==> src/mvsm_pkg.sv <==
// Shared types, constants and tables for the multi-voice sample mixer.
package mvsm_pkg;

  localparam int VOICE_COUNT_DEF  = 4;
  localparam int SAMPLE_DEPTH_DEF = 16384;

  localparam int LEN_REGS    = 4;
  localparam int LEN_W       = 15;
  localparam int PERIOD_W    = 17;
  localparam int SAMPLE_W    = 16;
  localparam int LEVEL_W     = 16;
  localparam int ACT_W       = 4;
  localparam int CFG_INDEX_W = 3;
  localparam int CFG_DATA_W  = 17;

  // Reciprocal multiply for the voice-count divide: q = (mag * R) >> RECIP_SHIFT.
  localparam int RECIP_W     = 23;
  localparam int RECIP_SHIFT = 22;

  localparam int MIX_MAX     = 32767;
  localparam int MIX_MIN     = -32768;
  localparam int MIX_OFFSET  = 32768;
  localparam int LEVEL_SHIFT = 16;

  localparam logic [PERIOD_W-1:0] PERIOD_RESET = 17'd2834;

  localparam logic [1:0] CMD_TICK    = 2'd0;
  localparam logic [1:0] CMD_TRIGGER = 2'd1;
  localparam logic [1:0] CMD_WRITE   = 2'd2;

  localparam logic [CFG_INDEX_W-1:0] CFG_VOICE0_LENGTH = 3'd0;
  localparam logic [CFG_INDEX_W-1:0] CFG_VOICE1_LENGTH = 3'd1;
  localparam logic [CFG_INDEX_W-1:0] CFG_VOICE2_LENGTH = 3'd2;
  localparam logic [CFG_INDEX_W-1:0] CFG_VOICE3_LENGTH = 3'd3;
  localparam logic [CFG_INDEX_W-1:0] CFG_PWM_PERIOD    = 3'd4;

  typedef struct packed {
    logic [1:0]          command;
    logic [1:0]          voice;
    logic [13:0]         sample_address;
    logic signed [15:0]  sample_value;
  } in_item_t;

  typedef struct packed {
    logic [LEVEL_W-1:0] pwm_level;
    logic [ACT_W-1:0]   active_voices;
  } out_item_t;

  // ceil(2^22 / count); exact floor division for magnitudes up to 2^19
  function automatic logic [RECIP_W-1:0] recip(input logic [3:0] count);
    logic [RECIP_W-1:0] r;
    unique case (count)
      4'd2:    r = 23'd2097152;
      4'd3:    r = 23'd1398102;
      4'd4:    r = 23'd1048576;
      4'd5:    r = 23'd838861;
      4'd6:    r = 23'd699051;
      4'd7:    r = 23'd599187;
      4'd8:    r = 23'd524288;
      default: r = '0;
    endcase
    return r;
  endfunction

endpackage

==> src/mvsm_level_calc.sv <==
// Pipelined average, clamp, offset and PWM scaling of one tick's voice sum.
module mvsm_level_calc #(
  parameter int SUM_W = 18,
  parameter int CNT_W = 3
) (
  input  logic                               clk,
  input  logic                               rst_n,
  input  logic                               start,
  input  logic signed [SUM_W-1:0]            sum,
  input  logic [CNT_W-1:0]                   count,
  input  logic [mvsm_pkg::PERIOD_W-1:0]      period,
  output logic                               done,
  output logic [mvsm_pkg::LEVEL_W-1:0]       level
);

  localparam int PW       = SUM_W + mvsm_pkg::RECIP_W;
  localparam int MW       = SUM_W + 2;
  localparam int SCALED_W = mvsm_pkg::LEVEL_W + mvsm_pkg::PERIOD_W;

  localparam logic signed [MW-1:0] MIX_MAX_C    = MW'(mvsm_pkg::MIX_MAX);
  localparam logic signed [MW-1:0] MIX_MIN_C    = MW'(mvsm_pkg::MIX_MIN);
  localparam logic signed [MW-1:0] MIX_OFFSET_C = MW'(mvsm_pkg::MIX_OFFSET);
  localparam logic [mvsm_pkg::PERIOD_W-1:0] LEVEL_CAP = mvsm_pkg::PERIOD_W'(16'hFFFF);

  logic [4:0] vld_r;

  // stage 1
  logic                         neg1_r, div1_r;
  logic [SUM_W-1:0]             mag1_r;
  logic [mvsm_pkg::RECIP_W-1:0] recip1_r;
  // stage 2
  logic                         neg2_r, div2_r;
  logic [SUM_W-1:0]             mag2_r;
  logic [PW-1:0]                prod2_r;
  // stage 3
  logic [mvsm_pkg::LEVEL_W-1:0] u3_r;
  // stage 4
  logic [SCALED_W-1:0]          scaled4_r;
  // stage 5
  logic [mvsm_pkg::LEVEL_W-1:0] level5_r;

  logic [SUM_W-1:0]             sum_mag;
  logic [SUM_W-1:0]             quot;
  logic signed [MW-1:0]         mix_mag, mix, mix_clamped, mix_off;
  logic [mvsm_pkg::PERIOD_W-1:0] lvl_raw, lvl_cap;

  assign sum_mag = sum[SUM_W-1] ? SUM_W'(-sum) : SUM_W'(sum);

  always_comb begin
    quot    = div2_r ? SUM_W'(prod2_r >> mvsm_pkg::RECIP_SHIFT) : mag2_r;
    mix_mag = signed'(MW'(quot));
    mix     = neg2_r ? -mix_mag : mix_mag;
    if (mix > MIX_MAX_C) begin
      mix_clamped = MIX_MAX_C;
    end else if (mix < MIX_MIN_C) begin
      mix_clamped = MIX_MIN_C;
    end else begin
      mix_clamped = mix;
    end
    mix_off = mix_clamped + MIX_OFFSET_C;
  end

  always_comb begin
    lvl_raw = scaled4_r[SCALED_W-1:mvsm_pkg::LEVEL_SHIFT];
    if (period == '0) begin
      lvl_cap = '0;
    end else if (lvl_raw >= period) begin
      lvl_cap = period - 1'b1;
    end else begin
      lvl_cap = lvl_raw;
    end
    if (lvl_cap > LEVEL_CAP) begin
      lvl_cap = LEVEL_CAP;
    end
  end

  always_ff @(posedge clk) begin
    if (!rst_n) begin
      vld_r <= '0;
    end else begin
      vld_r <= {vld_r[3:0], start};
    end
    neg1_r    <= sum[SUM_W-1];
    mag1_r    <= sum_mag;
    div1_r    <= (count > CNT_W'(1));
    recip1_r  <= mvsm_pkg::recip(4'(count));
    neg2_r    <= neg1_r;
    div2_r    <= div1_r;
    mag2_r    <= mag1_r;
    prod2_r   <= PW'(mag1_r) * PW'(recip1_r);
    u3_r      <= mvsm_pkg::LEVEL_W'(mix_off);
    scaled4_r <= SCALED_W'(u3_r) * SCALED_W'(period);
    level5_r  <= mvsm_pkg::LEVEL_W'(lvl_cap);
  end

  assign done  = vld_r[4];
  assign level = level5_r;

endmodule

==> config.mk <==
export PLATFORM = sky130hd
export DESIGN_NAME = mvsm_level_calc
export DESIGN_NICKNAME = d
export VERILOG_FILES = /design/src/mvsm_pkg.sv /design/src/mvsm_level_calc.sv
export SDC_FILE = /design/constraint.sdc
export NUM_CORES = 2
export LEC_CHECK = 0
export BUFFER_PORTS_ARGS = -buffer_cell sky130_fd_sc_hd__buf_2
export CORE_UTILIZATION = 24
export CTS_CLUSTER_DIAMETER = 100
export DETAILED_ROUTE_END_ITERATION = 16
export SYNTH_ARGS = -nofsm -noshare
export SYNTH_HDL_FRONTEND = slang
export SYNTH_SLANG_ARGS = --single-unit
export TNS_END_PERCENT = 10
==> constraint.sdc <==
create_clock -name clk -period 9.7 [get_ports clk]
set_clock_uncertainty 0.2 [all_clocks]
set_input_delay 0.485 -clock clk [delete_from_list [all_inputs] [get_ports clk]]
set_output_delay 0.485 -clock clk [all_outputs]
set_load 0.01 [all_outputs]
; ---- After elaboration in Yosys (flattened, before gate mapping)
; Index checks and enable logic that the tools add are counted.
[classes]
n_addsub = 4
mul = 2
div_mod_pow = 0
order_cmp = 5
eq_ne = 6
shifts = 0
muxes = 8
bitwise_logic = 0
n_reduce_logical = 1
[op_table]
columns = operator, count
row1 = case mux 22 bit (6 select lines), 1
row2 = two-way mux 17 bit, 3
row3 = multiplier 18 x 23 -> 40 bit, 1
row4 = multiplier 16 x 17 -> 33 bit, 1
row5 = two-way mux 16 bit, 2
row6 = "greater-than comparator 20 x 16 -> 1 bit, second input constant", 1
row7 = "less-than comparator 20 x 16 -> 1 bit, second input constant", 1
row8 = two-way mux 20 bit, 1
row9 = negator 18 -> 20 bit, 1
row10 = two-way mux 18 bit, 1
row11 = negator 18 bit, 1
row12 = greater-or-equal comparator 17 bit, 1
row13 = "greater-than comparator 17 x 16 -> 1 bit, second input constant", 1
row14 = logical NOT 17 bit, 1
row15 = "subtractor 17 x 1 -> 17 bit, second input constant", 1
row16 = "adder 16 bit, second input constant", 1
row17 = "equality test 3 bit, second input constant", 4
row18 = "equality test 3 x 2 -> 1 bit, second input constant", 2
row19 = "greater-than comparator 3 x 1 -> 1 bit, second input constant", 1
[totals]
ff_bits = 173
latchBits = 0
mem_bits_rw = 0
mem_bits_ro = 0
output_inout_bits = 17
n_memories = 0

; ---- Depth between registers and ports, before layout
[logic_depth]
word_depth = 7
mapped_depth = 25
ltp_nobuf = 23

; ---- Worst setup path after synthesis
; No wires, ideal clock.
[synth_timing]
path_type = in2reg
startpoint = input period[14] (netlist bit)
endpoint = register scaled4_r[28]
t_arrival_ns = 6.159
path_slack_ns = 3.211
path_stages = 23
path_buffers = 2
cell_sequence = clkbuf_1 > clkbuf_1 > nand2_1 > fa_1 > inv_1 > fa_1 > inv_1 > fa_1 > fa_1 > inv_1 > fa_1 > inv_1 > fa_1 > inv_1 > ha_1 > a21oi_1 > o21ai_0 > nor2b_1 > a2111oi_0 > a21oi_1 > a21oi_1 > o31ai_1 > xor2_1
[synth_via]
elab_chain_len = 1
[synth_rtl]
columns = element, line
row1 = start: declaration, mvsm_level_calc.sv:11  ; input logic [mvsm_pkg::PERIOD_W-1:0] period,
row2 = multiplier 16 x 17 -> 33 bit, mvsm_level_calc.sv:92  ; scaled4_r <= SCALED_W'(u3_r) * SCALED_W'(period);
row3 = end signal: assignment, mvsm_level_calc.sv:92
row4 = end: declaration, mvsm_level_calc.sv:38  ; logic [SCALED_W-1:0] scaled4_r;
; No other way between the ends.
; A chain may end at the register's enable or synchronous reset.

; ---- Worst setup path in the final report
[layout_timing]
startpoint = register recip1_r[18] (netlist bit)
endpoint = register prod2_r[38]
[layout_via]
elab_chain_len = 1
[layout_rtl]
columns = element, line
row1 = start: declaration, mvsm_level_calc.sv:30  ; logic [mvsm_pkg::RECIP_W-1:0] recip1_r;
row2 = start signal: assignment, mvsm_level_calc.sv:86  ; recip1_r <= mvsm_pkg::recip(4'(count));
row3 = multiplier 18 x 23 -> 40 bit, mvsm_level_calc.sv:90  ; prod2_r <= PW'(mag1_r) * PW'(recip1_r);
row4 = end signal: assignment, mvsm_level_calc.sv:90
row5 = end: declaration, mvsm_level_calc.sv:34  ; logic [PW-1:0] prod2_r;
; No other way between the ends.

==> metrics list <==
- The flow ran to the end, and the final reports show no timing, DRC or antenna violations.
* Number of enable flip-flop cells after synthesis: 0
* Via count of the first global-routing pass: 18.4k
* Endpoint with the worst hold slack: mag1_r[15]
- The number of endpoints with negative hold slack in the final report is 0.
- Setup Buffers After CTS: 0
- Global Route met1 Usage: 0.173
- In this run the deepest clock path goes through 2 buffers.
- The most numerous cell type found on the critical path is sky130_fd_sc_hd__fa_1.
- Global routing met2 resource utilization: 0.215
- The endpoint identified for the worst register-to-register timing path is prod2_r[38].
* Clock latency at the later pin of the worst-skew pair: 470 ps
- Worst-case reg-to-reg path depth: 21
- Global-route met3 utilization: 0.0336
* Kind of end point of the critical path: register
- Share of the clock period used by the worst path after layout: 0.763
- Maximum level of the CTS H-tree: 4
- In the post-synthesis netlist, the biggest area contributors are sky130_fd_sc_hd__fa_1 42%, sky130_fd_sc_hd__ha_1 12%, sky130_fd_sc_hd__inv_1 11%, sky130_fd_sc_hd__dfxtp_1 10%, sky130_fd_sc_hd__nand2_1 5.3%.
* Headroom to the max-slew limit: 0.301
- After synthesis the cells add up to 24,000 um2.
- Final RePlAce weighted congestion: 0.963
* Buffers added on ports: 57
- Cell count along the critical path: 21
* Residual antenna-violating net count after detailed routing: 0
- First-pass GRT wire length: 103,000 um
- # IOs: 58
* Antenna violations before repair: 5
- Proportion of layout cells with a drive suffix above 1: 0.0443
- Number of nets in the final layout: 3,406
* Startpoint type of the worst setup path: register
* Die Y: 318 um
- The tree built by TritonCTS fans out to 123 sinks.
* Origin of the worst min-delay path: sum[15]
- Post-synth top flop: sky130_fd_sc_hd__dfxtp_1
- Launch instance of the worst register-to-register path: recip1_r[18]
- Largest net degree at the start of global routing: 36
- Clock-pin slew was measured on the worst setup and hold paths at 60 ps.
- The critical path is of the register to register type.
- Counting the buffers created by CTS gives 17.
- The setup check on the worst reg-to-reg path leaves a slack of 2300 ps.
- Compared with the post-synthesis result, the final layout area differs by 8.80%.
- For the worst setup path, the data arrival time is 7540 ps.
- Detailed placement finished with a half-perimeter wire length of 53,000 um.
- Tightest Hold Check Type: primary input to register
* Clock period minus final worst setup slack: 7400 ps
- Synth Net Count: 3,424
- Residual overflow from global routing: 0
- Measured slew at the worst slew-check pin: 1050 ps
- Yosys instantiated no cell more often than sky130_fd_sc_hd__inv_1.
- Post-synthesis cell type with the largest combined area: sky130_fd_sc_hd__fa_1
* Worst endpoint required time: 9840 ps
* GR Util All Layers: 0.133
* Max-cap check violation count: 0
- TritonRoute pass-1 iters: 5
- The die is 318 um wide.
- The netlist uses 63 different library cells.
- Derived from the worst setup path, the maximum achievable clock frequency is 0.135 GHz.
- Traced cell by cell, the critical path runs through nand2_1 > inv_1 > fa_1 > fa_1 > inv_1 > fa_1 > inv_1 > fa_1 > fa_1 > inv_1 > fa_1 > inv_1 > ha_1 > a21oi_1 > o21ai_0 > a311o_1 > nor3_1 > o31ai_1 > o41ai_1 > o21bai_1 > xor2_1.
* Floorplan row count: 115
* Flops & latches, synth: 123
* Crit path max-delay cell type: sky130_fd_sc_hd__dfxtp_1
- The routed design has 64,700 um of wire.
- Total negative slack for setup checks: 0 ps
- CTS placed an instance of sky130_fd_sc_hd__clkbuf_16 at the clock tree root.
- The share of the Yosys chip area taken by registers is 0.103.
- Setup repair after global routing left no endpoint under its margin.
- Along the worst hold path, the cell count comes to 2.
- Of the post-synthesis cell area, the dominant cell type holds 0.418.
* TritonCTS clock tree: yes
- Instance count of the mapped netlist: 2,649
- Yosys printed 0 warnings.
* Layer with the highest usage after global routing: met2
- The floorplan step defined a die boundary enclosing 101,000 um2.
* Synthesized area per cell: 9.06 um2
- In the final routed layout, each cell accounts on average for 16.5 um.
- Top cells by count, synth: 708 x sky130_fd_sc_hd__inv_1, 501 x sky130_fd_sc_hd__fa_1, 339 x sky130_fd_sc_hd__nand2_1
- The initial utilization of the core area, before any placement, comes to 0.243.
- Of all nets on the critical path, the largest fanout is 18.
- For this run, design rule violations remaining after detail routing come to 0.
- The region available for standard cell placement spans 98,700 um2.
* Slew Viols, Final: 0
- Cell family contributing the most delay on the critical path: adder cells
- 1st-iter DRT viols: 1,020
* Overall via count from detail_route: 16.9k
- Setup violation total in the final timing report: 0
* Asr flop ratio synth: 0
- In the routed layout, each cell is associated on average with a via count of 4.31.
- On the worst path, the slowest cell contributes a delay of 870 ps.
* CP bufs+invs: 5
-- final cells by class --
cell class	count	area (um2)
Multi-Input combinational cell	1711	18500
Tap cell	1287	1610
Antenna cell	3	7.51
Clock inverter	13	97.6
Sequential cell	123	2460
Clock buffer	18	429
Inverter	709	2660
Fill cell	10600	72600
Timing Repair Buffer	69	383
-- kinds of logic (layout without fill, tap and decap cells) --
| family | count (synthesis) | in the layout | synth area share |
|---|---|---|---|
| muxes | 19 | 19 | 0.00834 |
| buffers and inverters | 815 | 809 | 0.128 |
| other | 0 | 3 | 0 |
| and+or+nand+nor | 671 | 671 | 0.134 |
| AOI/OAI and AO/OA | 214 | 214 | 0.0607 |
| xor gates and xnor gates | 73 | 73 | 0.0266 |
| adders and majority gates | 734 | 734 | 0.539 |
| DFF | 123 | 123 | 0.103 |
-- stage by stage --
step                setup slack [ps]  instance area [um2]  hold WS, ps  utilization  instances
finish                          2300                26100         35.8        0.265       3933
global route                    1870                26100         17.4        0.265       3931
CTS                             2230                26100         3.20        0.264       3930
detailed placement              2250                25600          113        0.259       3896
global placement                2390                25600          112        0.259       3896
floorplan                       3210                24000          110            -       2649
-- layer usage --
metal	wire (um)	up-vias
met5	29	-
met4	1750	4
met3	4810	97
met2	29700	488
met1	28400	8506
li1	-	7850
-- registers in the layout (all words and copies together) (netlist names) --
signal     cells
recip1_r      11
u3_r          16
mag1_r        18
neg2_r         1
div2_r         1
prod2_r       18
level         16
vld_r          5
mag2_r        18
neg1_r         1
div1_r         1
scaled4_r     17
-- cells in the final DEF, fill, tap and decap left out, drive strengths merged, types with 8 or more instances in the layout --
master and instances:
nand4 10, mux2i 14, fa 501, a21o 17, nand3 11, nor2b 9, a21oi 49, o21ai 48
nor3 24, o31ai 11, clkbuf 18, o211ai 14, xor2 21, and2 175, nor2 51, nand2 339
dfxtp 123, buf 66, xnor2 52, inv 711, and3 11, nor4 8, nand2b 9, ha 233
a211oi 22
-- worst max-delay path by stage --
stage                      start       endpoint  slack [ps]
floorplan             period[14]  scaled4_r[28]        3210
global placement    recip1_r[19]    prod2_r[38]        2390
detailed placement  recip1_r[19]    prod2_r[38]        2250
CTS                 recip1_r[19]    prod2_r[38]        2230
global route        recip1_r[18]    prod2_r[38]        1870
finish              recip1_r[18]    prod2_r[38]        2300
-- timing repair --
action                                 in CTS  in global routing
hold buffers                                3                  0
resized for setup                           0                  0
endpoints found under the hold margin       4                  0
Power is not shown: default switching activity piles up to over one toggle a cycle in this logic, so the estimate is an artifact.
